==> src/sv/tachometer_speedometer_odometer_defines.svh <==
// Assertion macros shared by the tachometer RTL.
// Expects clk_i and rst_ni in the scope where a macro is used.
`ifndef TACHOMETER_SPEEDOMETER_ODOMETER_DEFINES_SVH
`define TACHOMETER_SPEEDOMETER_ODOMETER_DEFINES_SVH

// Property checked in the same cycle, or with its own implication.
`define TSO_ASSERT(lbl, prop, msg) \
  lbl: assert property (@(posedge clk_i) disable iff (!rst_ni) (prop)) else $error(msg);

// Consequent checked in the cycle after the antecedent.
`define TSO_ASSERT_NEXT(lbl, ante, cons, msg) \
  lbl: assert property (@(posedge clk_i) disable iff (!rst_ni) (ante) |=> (cons)) \
    else $error(msg);

`endif

==> src/sv/tso_pkg.sv <==
// Types and constants for the tachometer / speedometer / odometer block.
// No dependencies.
package tso_pkg;

  localparam int unsigned DATA_W = 32;
  localparam int unsigned CFG_IDX_W = 2;

  localparam logic [DATA_W-1:0] STOP_TIMEOUT_RST = DATA_W'(1000000);
  localparam logic [DATA_W-1:0] RPM_SCALE_RST    = DATA_W'(60000000);
  localparam logic [DATA_W-1:0] SPEED_SCALE_RST  = DATA_W'(3600000);

  typedef enum logic [1:0] {
    ACT_ENGINE = 2'd0,
    ACT_WHEEL  = 2'd1,
    ACT_REPORT = 2'd2,
    ACT_LOAD   = 2'd3
  } act_e;

  typedef enum logic [CFG_IDX_W-1:0] {
    CFG_STOP_TIMEOUT = 2'd0,
    CFG_RPM_SCALE    = 2'd1,
    CFG_SPEED_SCALE  = 2'd2
  } cfg_idx_e;

  typedef struct packed {
    act_e              action;
    logic [DATA_W-1:0] timestamp_us;
    logic [DATA_W-1:0] odometer_preset;
  } in_t;

  typedef struct packed {
    logic [DATA_W-1:0] rpm_value;
    logic [DATA_W-1:0] speed_value;
    logic [DATA_W-1:0] distance_m;
    logic              engine_stopped;
  } out_t;

endpackage

==> src/sv/tso_serdiv.sv <==
// Bit-serial restoring divider: one quotient bit per cycle, DATA_W quotient bits.
// Depends on tso_pkg and the assertion macro header.
`include "tachometer_speedometer_odometer_defines.svh"

module tso_serdiv (
  input  logic                       clk_i,
  input  logic                       rst_ni,
  input  logic                       start_i,
  input  logic [tso_pkg::DATA_W-1:0] num_i,
  input  logic [tso_pkg::DATA_W-1:0] den_i,
  output logic                       done_o,
  output logic [tso_pkg::DATA_W-1:0] quot_o
);
  import tso_pkg::*;

  localparam int unsigned CNT_W = $clog2(DATA_W);

  logic             busy_q, done_q;
  logic [CNT_W-1:0] cnt_q;
  logic [DATA_W-1:0] rem_q, rem_d;
  logic [DATA_W-1:0] quo_q, quo_d;
  logic [DATA_W-1:0] den_q;
  logic             den_zero_q;
  logic [DATA_W:0]  trial;
  logic [DATA_W:0]  diff;
  logic             fits;

  // Bring down the next numerator bit and try the subtract.
  assign trial = {rem_q, quo_q[DATA_W-1]};
  assign diff  = trial - {1'b0, den_q};
  assign fits  = ~diff[DATA_W];
  assign rem_d = fits ? diff[DATA_W-1:0] : trial[DATA_W-1:0];
  assign quo_d = {quo_q[DATA_W-2:0], fits};

  always_ff @(posedge clk_i or negedge rst_ni) begin
    if (!rst_ni) begin
      busy_q <= 1'b0;
      done_q <= 1'b0;
      cnt_q  <= '0;
    end else if (start_i) begin
      busy_q <= 1'b1;
      done_q <= 1'b0;
      cnt_q  <= CNT_W'(DATA_W - 1);
    end else if (busy_q) begin
      if (cnt_q == '0) begin
        busy_q <= 1'b0;
        done_q <= 1'b1;
      end else begin
        cnt_q <= cnt_q - 1'b1;
      end
    end
  end

  always_ff @(posedge clk_i) begin
    if (start_i) begin
      rem_q      <= '0;
      quo_q      <= num_i;
      den_q      <= den_i;
      den_zero_q <= (den_i == '0);
    end else if (busy_q) begin
      rem_q <= rem_d;
      quo_q <= quo_d;
    end
  end

  // Zero divisor reads as zero quotient.
  assign quot_o = den_zero_q ? '0 : quo_q;
  assign done_o = done_q;

  `TSO_ASSERT_NEXT(a_start_busy, start_i, busy_q && !done_q, "divider did not start")
  `TSO_ASSERT(a_busy_done_excl, !(busy_q && done_q), "divider busy and done together")
  `TSO_ASSERT_NEXT(a_last_step, busy_q && !start_i && cnt_q == '0, done_q && !busy_q,
    "divider did not finish after last step")

endmodule

==> src/sv/tachometer_speedometer_odometer.sv <==
// Flow: an accepted word starts both bit-serial dividers, and the result word is registered
// once both are done. The dividers give one bit per cycle; input is stalled while they run.
// A finished word sits in the output register; the next input is taken meanwhile.
// Reset: asynchronous, active low; clears sensor times, periods, metre count,
// and loads the default timeout and scale registers. No clearing pass.
`include "tachometer_speedometer_odometer_defines.svh"

module tachometer_speedometer_odometer (
  input  logic                          clk_i,
  input  logic                          rst_ni,
  input  logic                          in_valid_i,
  output logic                          in_stall_o,
  input  tso_pkg::in_t                  in_data_i,
  output logic                          out_valid_o,
  input  logic                          out_stall_i,
  output tso_pkg::out_t                 out_data_o,
  input  logic                          cfg_valid_i,
  output logic                          cfg_ready_o,
  input  logic [tso_pkg::CFG_IDX_W-1:0] cfg_index_i,
  input  logic [tso_pkg::DATA_W-1:0]    cfg_data_i
);
  import tso_pkg::*;

  typedef enum logic {S_IDLE, S_DIV} state_e;

  state_e            state_q;
  logic [DATA_W-1:0] timeout_q, rpm_scale_q, speed_scale_q;
  logic [DATA_W-1:0] last_eng_q, eng_period_q, last_whl_q, whl_period_q, metre_q;
  logic              stopped_q;
  logic              out_valid_q;
  out_t              out_q;

  logic              accept, load_out;
  logic [DATA_W-1:0] eng_period_d, whl_period_d, elapsed;
  logic              stopped_d;
  logic              rpm_done, spd_done;
  logic [DATA_W-1:0] rpm_quot, spd_quot;

  assign accept   = in_valid_i && !in_stall_o;
  assign load_out = (state_q == S_DIV) && rpm_done && spd_done
                    && (!out_valid_q || !out_stall_i);

  assign eng_period_d = (in_data_i.action == ACT_ENGINE) ?
                        in_data_i.timestamp_us - last_eng_q : eng_period_q;
  assign whl_period_d = (in_data_i.action == ACT_WHEEL) ?
                        in_data_i.timestamp_us - last_whl_q : whl_period_q;
  // An engine pulse resets the elapsed time to zero.
  assign elapsed   = (in_data_i.action == ACT_ENGINE) ? '0 :
                     in_data_i.timestamp_us - last_eng_q;
  assign stopped_d = elapsed > timeout_q;

  tso_serdiv u_rpm_div (
    .clk_i   (clk_i),
    .rst_ni  (rst_ni),
    .start_i (accept),
    .num_i   (rpm_scale_q),
    .den_i   (eng_period_d),
    .done_o  (rpm_done),
    .quot_o  (rpm_quot)
  );

  tso_serdiv u_spd_div (
    .clk_i   (clk_i),
    .rst_ni  (rst_ni),
    .start_i (accept),
    .num_i   (speed_scale_q),
    .den_i   (whl_period_d),
    .done_o  (spd_done),
    .quot_o  (spd_quot)
  );

  always_ff @(posedge clk_i or negedge rst_ni) begin
    if (!rst_ni) begin
      state_q       <= S_IDLE;
      timeout_q     <= STOP_TIMEOUT_RST;
      rpm_scale_q   <= RPM_SCALE_RST;
      speed_scale_q <= SPEED_SCALE_RST;
      last_eng_q    <= '0;
      eng_period_q  <= '0;
      last_whl_q    <= '0;
      whl_period_q  <= '0;
      metre_q       <= '0;
      stopped_q     <= 1'b0;
      out_valid_q   <= 1'b0;
      out_q         <= '0;
    end else begin
      if (cfg_valid_i && cfg_ready_o) begin
        unique case (cfg_index_i)
          CFG_STOP_TIMEOUT: timeout_q     <= cfg_data_i;
          CFG_RPM_SCALE:    rpm_scale_q   <= cfg_data_i;
          CFG_SPEED_SCALE:  speed_scale_q <= cfg_data_i;
          default: ;
        endcase
      end

      if (load_out) begin
        out_valid_q          <= 1'b1;
        out_q.rpm_value      <= stopped_q ? '0 : rpm_quot;
        out_q.speed_value    <= spd_quot;
        out_q.distance_m     <= metre_q;
        out_q.engine_stopped <= stopped_q;
      end else if (!out_stall_i) begin
        out_valid_q <= 1'b0;
      end

      unique case (state_q)
        S_IDLE: begin
          if (accept) begin
            state_q      <= S_DIV;
            stopped_q    <= stopped_d;
            eng_period_q <= eng_period_d;
            whl_period_q <= whl_period_d;
            unique case (in_data_i.action)
              ACT_ENGINE: last_eng_q <= in_data_i.timestamp_us;
              ACT_WHEEL: begin
                last_whl_q <= in_data_i.timestamp_us;
                metre_q    <= metre_q + 1'b1;
              end
              ACT_LOAD:   metre_q <= in_data_i.odometer_preset;
              ACT_REPORT: ;
            endcase
          end
        end
        S_DIV: begin
          if (load_out) begin
            state_q <= S_IDLE;
          end
        end
      endcase
    end
  end

  assign in_stall_o  = (state_q != S_IDLE);
  assign out_valid_o = out_valid_q;
  assign out_data_o  = out_q;
  assign cfg_ready_o = 1'b1;

  `TSO_ASSERT_NEXT(a_accept_div, accept, state_q == S_DIV && !rpm_done,
    "accepted word did not start the dividers")
  `TSO_ASSERT(a_lanes_lockstep, rpm_done == spd_done, "divider lanes out of step")
  `TSO_ASSERT_NEXT(a_engine_running, accept && in_data_i.action == ACT_ENGINE, !stopped_q,
    "engine pulse flagged as stopped")
  `TSO_ASSERT_NEXT(a_wheel_metre, accept && in_data_i.action == ACT_WHEEL,
    metre_q == $past(metre_q) + 1'b1, "wheel pulse did not advance metre count")

endmodule

==> config.mk <==
export PLATFORM = sky130hd
export DESIGN_NAME = tachometer_speedometer_odometer
export DESIGN_NICKNAME = d
export VERILOG_FILES = /design/src/sv/tso_pkg.sv /design/src/sv/tso_serdiv.sv /design/src/sv/tachometer_speedometer_odometer.sv
export VERILOG_INCLUDE_DIRS = /design/src /design/src/sv
export SDC_FILE = /design/constraint.sdc
export NUM_CORES = 1
export LEC_CHECK = 0
export BUFFER_PORTS_ARGS = -buffer_cell sky130_fd_sc_hd__buf_2
export CAP_MARGIN = 20
export CORE_ASPECT_RATIO = 0.6
export CORE_MARGIN = 4
export CORE_UTILIZATION = 61
export CTS_BUF_LIST = sky130_fd_sc_hd__clkbuf_4 sky130_fd_sc_hd__clkbuf_8
export DETAILED_ROUTE_END_ITERATION = 12
export PLACE_DENSITY_LB_ADDON = 0.1
export SYNTH_ARGS = -nofsm -noshare
export SYNTH_HDL_FRONTEND = slang
export SYNTH_SLANG_ARGS = --single-unit
==> constraint.sdc <==
create_clock -name clk_i -period 5.4 [get_ports clk_i]
set_input_delay 0.27 -clock clk_i [delete_from_list [all_inputs] [get_ports clk_i]]
set_output_delay 0.27 -clock clk_i [all_outputs]
set_load 0.02 [all_outputs]
==> flow_summary_export.csv <==
group,metric,value,unit
global_routing,track_usage,31.4,%
clock_tree,clock_latency,0.68,ns
run,drv_cap,0,
logic_synthesis,yosysSeqAreaShare,47.3,%
critical_path,worstSetupPathType,"in -> reg",
logic_synthesis,synth.most_common_cell,"nand2_1",
pwr,switching_power,9.98,mW
die,boundaryPins,205,
sta,max_slew_margin,29.1,%
placed_design,dpl.cell_count,4002,
route,ant_nets,0,
finish,final_cells,4263,
sta,drv_slew,0,
die,die_area,0.0539,mm2
global_routing,grt_pass1_vias,24461,
global_routing,grt-ovfl-total,0,
global_routing,grt_pass1_wl,136,mm
sta,holdWs,0.0897,ns
logic_synthesis,yosysWarnings,0,
pwr,intPower,13.1,mW
clock_tree,cts_resized,0,
critical_path,cp-end-kind,"flip-flop",
sta,postLayoutSetupSlackWorst,0.331,ns
die,core_area,0.0495,mm2
critical_path,critical_path_arrival,5.68,ns
clock_tree,h-tree-depth,3,
logic_synthesis,synth_top_cell_area_share,28.0,%
pwr,power,23.1,mW
route,drtPass1Iterations,5,
die,core.rowCount,63,
sta,worstMarginPinSlew,1.06,ns
sta,timing.setup.tns,0,ns
route,via_per_inst,6.05,
placed_design,gp_congestion,0.972,
clock_tree,cts_made_buffers,85,
logic_synthesis,synth_area,0.0306,mm2
logic_synthesis,synth_edf_count,130,
route,drc,0,
logic_synthesis,async_flop_share,65.6,%
logic_synthesis,syn-num-nets,3559,
pwr,vdd_drop_max,0.656,mV
logic_synthesis,ys_top_cells_by_count,"nand2_1, o21ai_0, dfrtp_1",
finish,drive_gt1_share,16.0,%
clock_tree,cts-root-buf,"clkbuf_8",
die,die_w,297,um
critical_path,worstPathCellList,"dlygate4sd3_1 > buf_2 > inv_1 > ha_1 > inv_1 > fa_1 > a211oi_1 > o21bai_1 > a31o_2 > a2111oi_0 > a211oi_1 > a31oi_1 > xnor2_1 > nor2_1 > ha_1 > nand2_1 > nor4_1 > o21ai_0 > a31oi_1 > nor3_1 > a21oi_1",
logic_synthesis,syn_inst,3287,
sta,rsz0062_at_grt,"no",
logic_synthesis,synth_top_cell_by_area,"dfrtp_1",
critical_path,critPathMaxFanout,4,
pwr,seq_power_share,32.1,%
placed_design,dp.final_hpwl,60.6,mm
logic_synthesis,yosys-top-cells-area,"dfrtp_1, edfxtp_1, nand2_1",
clock_tree,cts_num_sinks,564,
route,wl_per_cell,20.1,um
logic_synthesis,ys_seq_elements,564,
critical_path,required,6.01,ns
logic_synthesis,synthDistinctLibCells,82,
global_routing,grt_start_max_net_pins,155,
pwr,switching_share,43.3,%
hold_path,hold_class,"in -> reg",
pwr,power_density,657,mW/mm2
pwr,leakage,16.2,nW
finish,nets,3812,
finish,largest_register_ff_count,97,
pwr,p_clk_share,17.5,%
clock_tree,clk_pin_slew,0.08,ns
pwr,power.share.combinational,50.4,%
route,vias,25798,
logic_synthesis,synthFlopType,"dfrtp_1",
clock_tree,clk_path_buf_depth,3,
die,initial_core_util,61.8,%
sta,fmax,197,MHz
sta,period_minus_slack,5.07,ns
placed_design,dpl_worst_slack,0.396,ns
route,first_iter_violations,2681,
placed_design,portBuffers,203,
sta,finalCritPeriodShare,93.9,%
critical_path,cpMaxStageDelayCell,"nor4_1",
critical_path,cpPeakStageDelay,0.61,ns
logic_synthesis,synth_area_per_cell,9.31,um2
die,die_h,181,um
route,routed_wl,85.5,mm
critical_path,start_kind,"primary input",
global_routing,antenna_found_initial,3,
sta,hold_viol_final,0,
clock_tree,cts_tree,"done",
outcome,status,"completed",
sta,finalSetupViolations,0,
finish,area_growth,14.7,%
sta,fin_skew,0.0417,ns
[layout make-up]
type | instances | area (um2)
sequential | 564 | 14500
inverter | 199 | 749
tap | 650 | 813
clock inverter | 29 | 330
timing repair buffer | 329 | 2270
fill | 3808 | 14400
clock buffer | 130 | 1630
antenna | 1 | 2.50
multi-input combinational | 2361 | 14800
[power by group through the flow]
stage | Combinational [mW] | Sequential (mW) | Clock (mW)
final | 11.6 | 7.39 | 4.03
after global routing | 12.8 | 7.58 | 4.28
after CTS | 11.4 | 7.37 | 4.07
after detailed placement | 11.3 | 7.43 | 0
after global placement | 10.9 | 7.35 | 0
after floorplan | 7.75 | 7.54 | 0
[critical path: cells and delay by family]
family,cells,cell delay [ns]
buffers and inverters,4,0.81
AOI/OAI and AO/OA,9,2.57
xor gates and xnor gates,1,0.22
and+or+nand+nor,4,0.83
adders and majority gates,3,0.95
[layer usage]
metal,share of wire (%),track usage (%)
met5,0,0
met4,2.0,7.38
met3,8.8,6.43
met2,41,43.8
met1,48,50.0
[what timing repair did]
| action | 4_1_cts | 5_1_grt |
|---|---|---|
| hold buffers | 98 | 0 |
| endpoints found under the hold margin | 281 | 0 |
| buffers inserted | 0 | 0 |
[layout by cell type, fill, tap and decap left out, types with 11 or more instances in the layout]
cell type | synthesis | final
nand2_1 | 615 | 613
o21ai_0 | 380 | 380
dfrtp_1 | 342 | 341
buf_2 | 3 | 202
a21oi_1 | 200 | 200
inv_1 | 197 | 196
ha_1 | 163 | 163
nor2_1 | 146 | 143
edfxtp_1 | 130 | 130
mux2_2 | 127 | 127
clkbuf_8 | 0 | 104
dlygate4sd3_1 | 0 | 98
a21o_1 | 70 | 70
xnor2_1 | 64 | 64
dfxtp_1 | 64 | 64
nand2b_1 | 53 | 50
xor2_1 | 51 | 49
nor3_1 | 42 | 42
nand3_1 | 39 | 39
mux2i_1 | 37 | 37
a211oi_1 | 29 | 29
nand4_1 | 28 | 28
dfstp_2 | 28 | 28
o21a_1 | 27 | 27
clkbuf_4 | 0 | 26
a31oi_1 | 25 | 25
buf_4 | 1 | 24
o211ai_1 | 20 | 20
nor2b_1 | 18 | 18
o31ai_1 | 17 | 17
clkinv_2 | 0 | 15
o21bai_1 | 14 | 14
nor4_1 | 12 | 12
o22ai_1 | 11 | 11
and3_1 | 11 | 11
[worst paths after layout]
kind / endpoint / startpoint / slack, ns / cells past startpoint
worst max-delay path: stopped_q / in_data_i[32] / 0.33 / 21
worst min-delay path: u_rpm_div.cnt_q[2] / in_valid_i / 0.09 / 3
worst max register to register: stopped_q / last_eng_q[0] / 0.39 / 18
worst min register to register: u_rpm_div.rem_q[20] / u_rpm_div.rem_q[19] / 0.47 / 2
max in group asynchronous: last_whl_q[13] / rst_ni / 3.80 / 3
min in group asynchronous: out_data_o[24] / rst_ni / 0.21 / 2
[stage by stage]
stage               util (%)  cell area [um2]
global route            70.9            35100
finish                  70.9            35100
detailed placement      64.9            32100
global placement        64.9            32100
CTS                     70.8            35100
floorplan                  -            30600
[kinds of logic after synthesis]
| group | count (synthesis) | synth area share [%] |
|---|---|---|
| and+or+nand+nor | 1027 | 14.7 |
| AOI/OAI and AO/OA | 887 | 17.3 |
| DFF | 564 | 47.3 |
| buffers and inverters | 362 | 4.49 |
| adders and majority gates | 167 | 6.93 |
| muxes | 164 | 5.88 |
| xor gates and xnor gates | 115 | 3.29 |
| other | 1 | 0.0123 |
Power figures use the tool's default switching activity.
